===== src/rtl/cfvs_pkg.sv =====
// ----------------------------------------------------------------------------
// cfvs_pkg
// Types and constants shared by the clock frame victim select block.
// ----------------------------------------------------------------------------
package cfvs_pkg;

  localparam int unsigned OP_W    = 3;
  localparam int unsigned FRAME_W = 5;

  typedef enum logic [OP_W-1:0] {
    OP_FIND    = 3'd0,
    OP_ACCESS  = 3'd1,
    OP_FILL    = 3'd2,
    OP_RELEASE = 3'd3,
    OP_CLEAN   = 3'd4
  } op_e;

  typedef enum logic [1:0] {
    ST_FREE     = 2'd0,
    ST_INUSE    = 2'd1,
    ST_RESERVED = 2'd2
  } status_e;

  typedef struct packed {
    status_e status;
    logic    owned;
    logic    used;
    logic    dirty;
  } entry_t;

  // free sweep, then two pairs of clean/dirty sweeps
  localparam logic [2:0] SWEEP_FREE = 3'd0;
  localparam logic [2:0] SWEEP_LAST = 3'd4;

  typedef enum logic [1:0] {
    S_IDLE    = 2'd0,
    S_OP_EXEC = 2'd1,
    S_FIND    = 2'd2
  } state_e;

  typedef struct packed {
    logic accept;
    logic op_exec;
    logic find_step;
  } dp_cmd_t;

  typedef struct packed {
    logic req_find;
    logic find_done;
  } dp_status_t;

endpackage


===== src/rtl/clock_frame_victim_select.sv =====
// ----------------------------------------------------------------------------
// clock_frame_victim_select
// Frame table with an enhanced second-chance clock hand: picks a victim
// frame and applies access, fill, release and clean updates.
// ----------------------------------------------------------------------------
//  channel  | handshake            | word
//  ---------+----------------------+-----------------------------------------
//  request  | start / busy         | opcode_i, frame_i, is_write_i
//  result   | valid_o (one cycle)  | victim_frame_o, found_o, write_back_o
//
//  A word is taken when start is high and busy low; busy then stays
//  high until the result cycle, when valid_o pulses and busy drops.
//  Access, fill, release, clean and unused opcodes: busy in the execute
//  state only, result registered after it. Find: busy through the sweep,
//  one frame per cycle through the frame table RAM read port.
//  Reset clears the hand and the per-frame valid bits; no clearing pass.
//  The receiver cannot stall; results are never held.
// ----------------------------------------------------------------------------
module clock_frame_victim_select #(
  parameter int unsigned FRAMES = 32
) (
  input  logic       clk_i,
  input  logic       rst_ni,
  input  logic       start,
  output logic       busy,
  input  logic [2:0] opcode_i,
  input  logic [4:0] frame_i,
  input  logic       is_write_i,
  output logic       valid_o,
  output logic [4:0] victim_frame_o,
  output logic       found_o,
  output logic       write_back_o
);

  cfvs_pkg::dp_cmd_t    cmd;
  cfvs_pkg::dp_status_t status;

  cfvs_ctrl u_ctrl (
    .clk_i    (clk_i),
    .rst_ni   (rst_ni),
    .start_i  (start),
    .busy_o   (busy),
    .cmd_o    (cmd),
    .status_i (status)
  );

  cfvs_dp #(
    .FRAMES (FRAMES)
  ) u_dp (
    .clk_i          (clk_i),
    .rst_ni         (rst_ni),
    .cmd_i          (cmd),
    .status_o       (status),
    .opcode_i       (opcode_i),
    .frame_i        (frame_i),
    .is_write_i     (is_write_i),
    .valid_o        (valid_o),
    .victim_frame_o (victim_frame_o),
    .found_o        (found_o),
    .write_back_o   (write_back_o)
  );

endmodule


===== src/rtl/cfvs_ram.sv =====
// ----------------------------------------------------------------------------
// cfvs_ram
// Generic simple dual-port RAM, one write and one registered read per cycle.
// ----------------------------------------------------------------------------
module cfvs_ram #(
  parameter int unsigned WIDTH = 5,
  parameter int unsigned DEPTH = 32,
  localparam int unsigned AW   = (DEPTH > 1) ? $clog2(DEPTH) : 1
) (
  input  logic             clk_i,
  input  logic             we_i,
  input  logic [AW-1:0]    waddr_i,
  input  logic [WIDTH-1:0] wdata_i,
  input  logic [AW-1:0]    raddr_i,
  output logic [WIDTH-1:0] rdata_o
);

  logic [WIDTH-1:0] mem_q [DEPTH];
  logic [WIDTH-1:0] rdata_q;

  always_ff @(posedge clk_i) begin
    if (we_i) begin
      mem_q[waddr_i] <= wdata_i;
    end
    rdata_q <= mem_q[raddr_i];
  end

  assign rdata_o = rdata_q;

endmodule


===== src/rtl/cfvs_ctrl.sv =====
// ----------------------------------------------------------------------------
// cfvs_ctrl
// Sequencer: takes a word, runs one table update or a clock sweep.
// ----------------------------------------------------------------------------
module cfvs_ctrl (
  input  logic                clk_i,
  input  logic                rst_ni,
  input  logic                start_i,
  output logic                busy_o,
  output cfvs_pkg::dp_cmd_t   cmd_o,
  input  cfvs_pkg::dp_status_t status_i
);

  cfvs_pkg::state_e state_q, state_d;

  always_ff @(posedge clk_i or negedge rst_ni) begin
    if (!rst_ni) begin
      state_q <= cfvs_pkg::S_IDLE;
    end else begin
      state_q <= state_d;
    end
  end

  always_comb begin
    state_d = state_q;
    unique case (state_q)
      cfvs_pkg::S_IDLE: begin
        if (start_i) begin
          state_d = status_i.req_find ? cfvs_pkg::S_FIND : cfvs_pkg::S_OP_EXEC;
        end
      end
      cfvs_pkg::S_OP_EXEC: begin
        state_d = cfvs_pkg::S_IDLE;
      end
      cfvs_pkg::S_FIND: begin
        if (status_i.find_done) begin
          state_d = cfvs_pkg::S_IDLE;
        end
      end
      default: begin
        state_d = cfvs_pkg::S_IDLE;
      end
    endcase
  end

  always_comb begin
    cmd_o  = '0;
    busy_o = 1'b1;
    unique case (state_q)
      cfvs_pkg::S_IDLE: begin
        busy_o       = 1'b0;
        cmd_o.accept = start_i;
      end
      cfvs_pkg::S_OP_EXEC: begin
        cmd_o.op_exec = 1'b1;
      end
      cfvs_pkg::S_FIND: begin
        cmd_o.find_step = 1'b1;
      end
      default: begin
        busy_o = 1'b1;
      end
    endcase
  end

endmodule


===== src/rtl/cfvs_dp.sv =====
// ----------------------------------------------------------------------------
// cfvs_dp
// Frame table, clock hand and sweep pipeline (read one frame, judge it).
// ----------------------------------------------------------------------------
module cfvs_dp #(
  parameter int unsigned FRAMES = 32
) (
  input  logic                   clk_i,
  input  logic                   rst_ni,
  input  cfvs_pkg::dp_cmd_t      cmd_i,
  output cfvs_pkg::dp_status_t   status_o,
  input  logic [cfvs_pkg::OP_W-1:0]    opcode_i,
  input  logic [cfvs_pkg::FRAME_W-1:0] frame_i,
  input  logic                   is_write_i,
  output logic                   valid_o,
  output logic [cfvs_pkg::FRAME_W-1:0] victim_frame_o,
  output logic                   found_o,
  output logic                   write_back_o
);

  localparam int unsigned AW = $clog2(FRAMES);
  localparam int unsigned NW = $clog2(FRAMES + 1);
  localparam int unsigned EW = $bits(cfvs_pkg::entry_t);

  logic [AW-1:0] hand_q;
  logic [AW-1:0] start_q;
  logic [AW-1:0] ev_addr_q;
  logic [2:0]    ev_sweep_q;
  logic [NW-1:0] ev_n_q;
  cfvs_pkg::op_e op_q;
  logic [cfvs_pkg::FRAME_W-1:0] frame_q;
  logic          wr_q;
  logic [FRAMES-1:0] valid_q;
  logic          rd_valid_q;
  logic          res_valid_q;
  logic [cfvs_pkg::FRAME_W-1:0] res_victim_q;
  logic          res_found_q;
  logic          res_wb_q;

  logic [AW-1:0] hand_inc, ev_inc, raddr, waddr, op_addr;
  logic [EW-1:0] rdata;
  logic          we;
  cfvs_pkg::entry_t entry, wdata;
  logic          in_range, req_find;
  logic          kind_free, kind_clean, kind_dirty;
  logic          skip, match, hit, last_step, find_done, res_load;
  logic [cfvs_pkg::FRAME_W-1:0] victim_d;
  logic          found_d, wb_d;

  assign hand_inc = (hand_q == AW'(FRAMES - 1)) ? '0 : hand_q + 1'b1;
  assign ev_inc   = (ev_addr_q == AW'(FRAMES - 1)) ? '0 : ev_addr_q + 1'b1;
  assign req_find = (cfvs_pkg::op_e'(opcode_i) == cfvs_pkg::OP_FIND);

  assign raddr = cmd_i.accept ? (req_find ? hand_inc : AW'(frame_i)) : ev_inc;

  cfvs_ram #(
    .WIDTH (EW),
    .DEPTH (FRAMES)
  ) u_ram (
    .clk_i   (clk_i),
    .we_i    (we),
    .waddr_i (waddr),
    .wdata_i (wdata),
    .raddr_i (raddr),
    .rdata_o (rdata)
  );

  // never-written frames read as free and clear
  assign entry = rd_valid_q ? cfvs_pkg::entry_t'(rdata) : '0;

  assign op_addr  = AW'(frame_q);
  assign in_range = (32'(frame_q) < 32'(FRAMES));

  assign kind_free  = (ev_sweep_q == cfvs_pkg::SWEEP_FREE);
  assign kind_clean = ev_sweep_q[0];
  assign kind_dirty = !kind_free && !ev_sweep_q[0];

  assign skip  = (ev_addr_q == start_q);
  assign match = kind_free ? (entry.status == cfvs_pkg::ST_FREE)
               : (!entry.owned ||
                  ((entry.status != cfvs_pkg::ST_RESERVED) && entry.used &&
                   ((kind_clean && !entry.dirty) || (kind_dirty && entry.dirty))));
  assign hit       = !skip && match;
  assign last_step = (ev_sweep_q == cfvs_pkg::SWEEP_LAST) && (ev_n_q == NW'(FRAMES));
  assign find_done = hit || last_step;

  assign status_o.req_find  = req_find;
  assign status_o.find_done = find_done;

  always_comb begin
    we       = 1'b0;
    waddr    = ev_addr_q;
    wdata    = entry;
    victim_d = '0;
    found_d  = 1'b0;
    wb_d     = 1'b0;
    if (cmd_i.find_step) begin
      if (hit) begin
        we           = 1'b1;
        wdata.status = cfvs_pkg::ST_RESERVED;
        victim_d     = cfvs_pkg::FRAME_W'(ev_addr_q);
        found_d      = 1'b1;
        wb_d         = entry.owned && entry.dirty;
      end else if (!skip && kind_dirty && entry.owned) begin
        we         = 1'b1;
        wdata.used = 1'b1;
      end
    end else if (cmd_i.op_exec && in_range) begin
      waddr = op_addr;
      case (op_q)
        cfvs_pkg::OP_ACCESS: begin
          we          = 1'b1;
          wdata.used  = 1'b0;
          wdata.dirty = entry.dirty || wr_q;
          found_d     = 1'b1;
        end
        cfvs_pkg::OP_FILL: begin
          we      = 1'b1;
          wdata   = '{status: cfvs_pkg::ST_INUSE, owned: 1'b1, used: 1'b0, dirty: 1'b0};
          found_d = 1'b1;
        end
        cfvs_pkg::OP_RELEASE: begin
          if (entry.status != cfvs_pkg::ST_RESERVED) begin
            we      = 1'b1;
            wdata   = '0;
            found_d = 1'b1;
          end
        end
        cfvs_pkg::OP_CLEAN: begin
          we          = 1'b1;
          wdata.dirty = 1'b0;
          found_d     = 1'b1;
          wb_d        = entry.owned && entry.dirty;
        end
        default: begin
          we = 1'b0;
        end
      endcase
    end
  end

  assign res_load = cmd_i.op_exec || (cmd_i.find_step && find_done);

  always_ff @(posedge clk_i or negedge rst_ni) begin
    if (!rst_ni) begin
      hand_q       <= '0;
      valid_q      <= '0;
      rd_valid_q   <= 1'b0;
      res_valid_q  <= 1'b0;
      res_victim_q <= '0;
      res_found_q  <= 1'b0;
      res_wb_q     <= 1'b0;
    end else begin
      rd_valid_q  <= valid_q[raddr];
      res_valid_q <= res_load;
      if (we) begin
        valid_q[waddr] <= 1'b1;
      end
      if (cmd_i.find_step) begin
        hand_q <= ev_addr_q;
      end
      if (res_load) begin
        res_victim_q <= victim_d;
        res_found_q  <= found_d;
        res_wb_q     <= wb_d;
      end
    end
  end

  always_ff @(posedge clk_i) begin
    if (cmd_i.accept) begin
      op_q       <= cfvs_pkg::op_e'(opcode_i);
      frame_q    <= frame_i;
      wr_q       <= is_write_i;
      start_q    <= hand_q;
      ev_addr_q  <= hand_inc;
      ev_sweep_q <= cfvs_pkg::SWEEP_FREE;
      ev_n_q     <= '0;
    end else if (cmd_i.find_step) begin
      ev_addr_q <= ev_inc;
      if (ev_n_q == NW'(FRAMES)) begin
        ev_n_q     <= '0;
        ev_sweep_q <= ev_sweep_q + 3'd1;
      end else begin
        ev_n_q <= ev_n_q + 1'b1;
      end
    end
  end

  assign valid_o        = res_valid_q;
  assign victim_frame_o = res_victim_q;
  assign found_o        = res_found_q;
  assign write_back_o   = res_wb_q;

endmodule


===== config.mk =====
export PLATFORM = sky130hd
export DESIGN_NAME = clock_frame_victim_select
export DESIGN_NICKNAME = d
export VERILOG_FILES = /design/src/rtl/cfvs_pkg.sv /design/src/rtl/clock_frame_victim_select.sv /design/src/rtl/cfvs_ram.sv /design/src/rtl/cfvs_ctrl.sv /design/src/rtl/cfvs_dp.sv
export SDC_FILE = /design/constraint.sdc
export NUM_CORES = 1
export LEC_CHECK = 0
export BUFFER_PORTS_ARGS = -buffer_cell sky130_fd_sc_hd__buf_2
export CAP_MARGIN = 15
export CORE_MARGIN = 4
export CORE_UTILIZATION = 32
export CTS_CLUSTER_DIAMETER = 150
export DETAILED_ROUTE_END_ITERATION = 8
export PLACE_DENSITY = 0.56
export SLEW_MARGIN = 20
export SYNTH_ARGS = -nofsm -noshare
export SYNTH_HDL_FRONTEND = slang
export SYNTH_HIERARCHICAL = 1
export SYNTH_SLANG_ARGS = --single-unit
export TNS_END_PERCENT = 5

===== constraint.sdc =====
create_clock -name clk_i -period 4.3 [get_ports clk_i]
set_clock_uncertainty 0.2 [all_clocks]
set_input_delay 0.215 -clock clk_i [delete_from_list [all_inputs] [get_ports clk_i]]
set_output_delay 0.215 -clock clk_i [all_outputs]
set_load 0.02 [all_outputs]

==> flow_metrics.py <==
metrics = {
    "logic_synthesis": {
        "synth_commonest_cells": "179 x edfxtp_1, 55 x nor2_1, 50 x mux4_2",
        "synth.most_common_cell": "edfxtp_1",
        "syn_area_um2": 10100,
        "synth_edf_count": 179,
        "yosys.area.top_type": "edfxtp_1",
        "synthTopCellsByArea": "edfxtp_1 53%, dfrtp_1 12%, mux4_2 11%",
        "synth.avg_cell_area_um2": 16.4,
        "seq_area_frac_synth_pct": 67.9,
        "synth_cells": 617,
        "synth_nets": 637,
        "synth_top_cell_area_share_pct": 53.2,
        "ys_warn_count": 6,
        "async_reset_ff_share_pct": 19.9,
        "yosysUniqueCellTypes": 60,
        "ys.flop_type": "edfxtp_1",
        "synth_seq_cells": 241,
    },
    "detailed_routing": {
        "ant_nets": 0,
        "vias_per_cell": 5.09,
        "drt-initial-drc-count": 396,
        "drc": 0,
        "routedWlPerCell_um": 20.0,
        "dr.pass1.iters": 4,
        "wl_mm": 21.7,
        "via_count": 5525,
    },
    "flow_run": {
        "drv_cap": 0,
    },
    "clock_network": {
        "path_clk_slew_ps": 60,
        "cts_buffer_depth": 3,
        "ctsResizeCount": 0,
        "numCtsBuffers": 27,
        "tritoncts": "yes",
        "cts_setup_buffers": 0,
        "worstSkewPairLatency_ps": 530,
        "hold_buffers": 11,
        "cts_sinks": 241,
        "cts_htree_levels": 1,
        "cts-root-buf": "clkbuf_16",
    },
    "power": {
        "powerDensity_nw_per_um2": 599,
        "total_leakage_power_nw": 4.18,
        "peakVddDrop_v": 0.000355,
        "finalPower_mw": 7.05,
    },
    "global_routing": {
        "grt_pass1_vias": 5813,
        "grt_usage_pct": 12.7,
        "grt_overflow": 0,
        "grt_pass1_wl_mm": 34.2,
        "antenna_found_initial": 0,
        "grt_max_degree": 49,
    },
    "critical_path": {
        "worst_ep_arrival_time_ps": 4050,
        "crit_type": "flip-flop to flip-flop",
        "worst_path_max_delay_cell": "edfxtp_1",
        "reg2reg_to": "u_dp/u_ram/rdata_o[2]",
        "reg2regPathDepth": 10,
        "r2r_slack_ps": 470,
        "crit_path_end_kind": "flip-flop",
        "crit_path_max_incr_delay_ps": 540,
        "crit_chain": "ha_1 -> and3_1 -> ha_1 -> nor3_1 -> a211oi_4 -> inv_2 -> buf_12 -> mux4_2 -> mux4_2 -> mux2_2",
        "crit_path_start_kind": "flip-flop",
        "crit_buf_inv": 2,
        "reg2reg_from": "u_dp/ev_addr_q[0]",
        "cpLargestDelayFamily": "multiplexers",
        "crit_path_max_fanout": 16,
        "cp_data_required_time_ps": 4510,
    },
    "finish": {
        "antenna_cells": 0,
        "regArea_um2": 6860,
        "fin_cells": 1085,
        "multi_input_area_um2": 3080,
        "syn_to_final_growth_pct": 16.5,
        "fillCellCount": 2777,
        "fin_util_pct": 38.2,
        "fin_nets": 688,
        "drive_gt1_share_pct": 24.2,
    },
    "timing": {
        "hold_violations": 0,
        "slew_violations": 0,
        "max_freq_mhz": 261,
        "relSlewSlack_pct": 30.0,
        "tightest_slew_ps": 1050,
        "fin_ws_ps": 466,
        "rsz0062_at_grt": "no",
        "tns_ps": 0,
        "finalCriticalPeriod_ps": 3830,
        "setup_viol": 0,
        "fin_crit_sh_pct": 89.2,
    },
    "placed_design": {
        "io_buffers": 20,
        "dp_cells": 1024,
        "gp_congestion": 0.845,
        "hpwlAfterDp_mm": 14.6,
        "dp_slack_ps": 453,
    },
    "floorplanning": {
        "rows": 64,
        "dieHeight_um": 186,
        "core_area_um2": 30800,
        "dieArea_um2": 34500,
        "die_w_um": 186,
        "initial_core_util_pct": 32.8,
        "num_io_pins": 21,
    },
    "hold_path": {
        "hp-class": "primary input to asynchronous set/reset pin",
    },
    "status": {
        "status": "finished clean",
    },
}
## state kept, by name, indices dropped and copies added, names as in the netlist, 2 cells and up
| register | flops |
|---|---|
| u_dp/frame_q | 5 |
| u_dp/ev_sweep_q | 3 |
| u_dp/u_ram/rdata_o | 5 |
| u_dp/hand_q | 5 |
| u_dp/victim_frame_o | 5 |
| u_dp/u_ram/mem_q | 160 |
| u_dp/valid_q | 32 |
| u_dp/ev_addr_q | 5 |
| u_dp/op_q | 3 |
| u_dp/ev_n_q | 6 |
| u_ctrl/state_q | 2 |
| u_dp/start_q | 5 |
## cell type report
cell class	instances	share of cell area [%]
Clock buffer	37	6.49
Clock inverter	13	1.02
Inverter	20	0.659
Multi-Input combinational cell	330	26.1
Sequential cell	241	58.3
Tap cell	396	4.21
Timing Repair Buffer	48	3.21
## worst reg2reg max path: stages, from the launching register on
cell      delay (ps)
edfxtp_1         540
ha_1             300
and3_1           190
ha_1             210
nor3_1           380
a211oi_4          80
inv_2            280
buf_12           230
mux4_2           520
mux4_2           520
mux2_2           280
## layout by cell type, fill, tap and decap left out, types with 8 or more instances in the layout
cell type and instances:
dlygate4sd3_1 11, dfrtp_1 48, nand3b_1 9, nand2_1 28, dfxtp_1 14, o21bai_1 24, a21oi_1 9, mux4_2 50
ha_1 8, nand3_1 17, buf_2 19, clkbuf_16 27, xnor2_1 12, mux2i_1 20, nor2_1 55, inv_1 16
edfxtp_1 179, buf_4 15, mux2_2 11
## worst max path at each step
stage / start / end / slack, ps / cells after the start
2_1_floorplan: u_ctrl/state_q[0] / u_dp/u_ram/rdata_o[0] / 430 / 9
3_3_place_gp: u_dp/ev_addr_q[0] / u_dp/u_ram/rdata_o[4] / 500 / 10
3_5_place_dp: u_dp/ev_addr_q[0] / u_dp/u_ram/rdata_o[1] / 450 / 10
4_1_cts: u_dp/ev_addr_q[0] / u_dp/u_ram/rdata_o[1] / 450 / 10
5_1_grt: u_dp/ev_addr_q[0] / u_dp/u_ram/rdata_o[3] / 240 / 10
6_report: u_dp/ev_addr_q[0] / u_dp/u_ram/rdata_o[2] / 470 / 10
## stage by stage
step           hold slack, ps  cell area (um^2)
2_1_floorplan            -281             10100
5_1_grt                  76.3             11800
4_1_cts                   189             11800
3_3_place_gp              200             10800
6_report                 27.2             11800
3_5_place_dp              204             10800
## power by group
| group | switching, mW | leakage (nW) | internal (mW) |
|---|---|---|---|
| Sequential | 0.183 | 2.39 | 2.96 |
| Clock | 0.889 | 0.432 | 1.36 |
| Combinational | 0.937 | 1.36 | 0.722 |
## routing by layer
layer  up-vias  routed length, um  track usage [%]
met5         -                  0                0
li1       2492                  -                -
met2       140              10900             21.9
met1      2861               9290             16.6
met3        32                989             2.13
met4         0                510             3.67
## cell families (layout without fill, tap and decap cells)
kind of cell / count (synthesis) / count (layout) / share of synthesized area [%]
compound gates: 78 / 78 / 5.89
buf+inv: 46 / 118 / 2.04
mux: 82 / 82 / 14.5
flops: 241 / 241 / 67.9
fa+ha+maj: 8 / 8 / 0.991
xor+xnor: 18 / 18 / 1.56
simple gates: 144 / 144 / 7.11
Note: power is estimated with default switching activity, not from simulation.
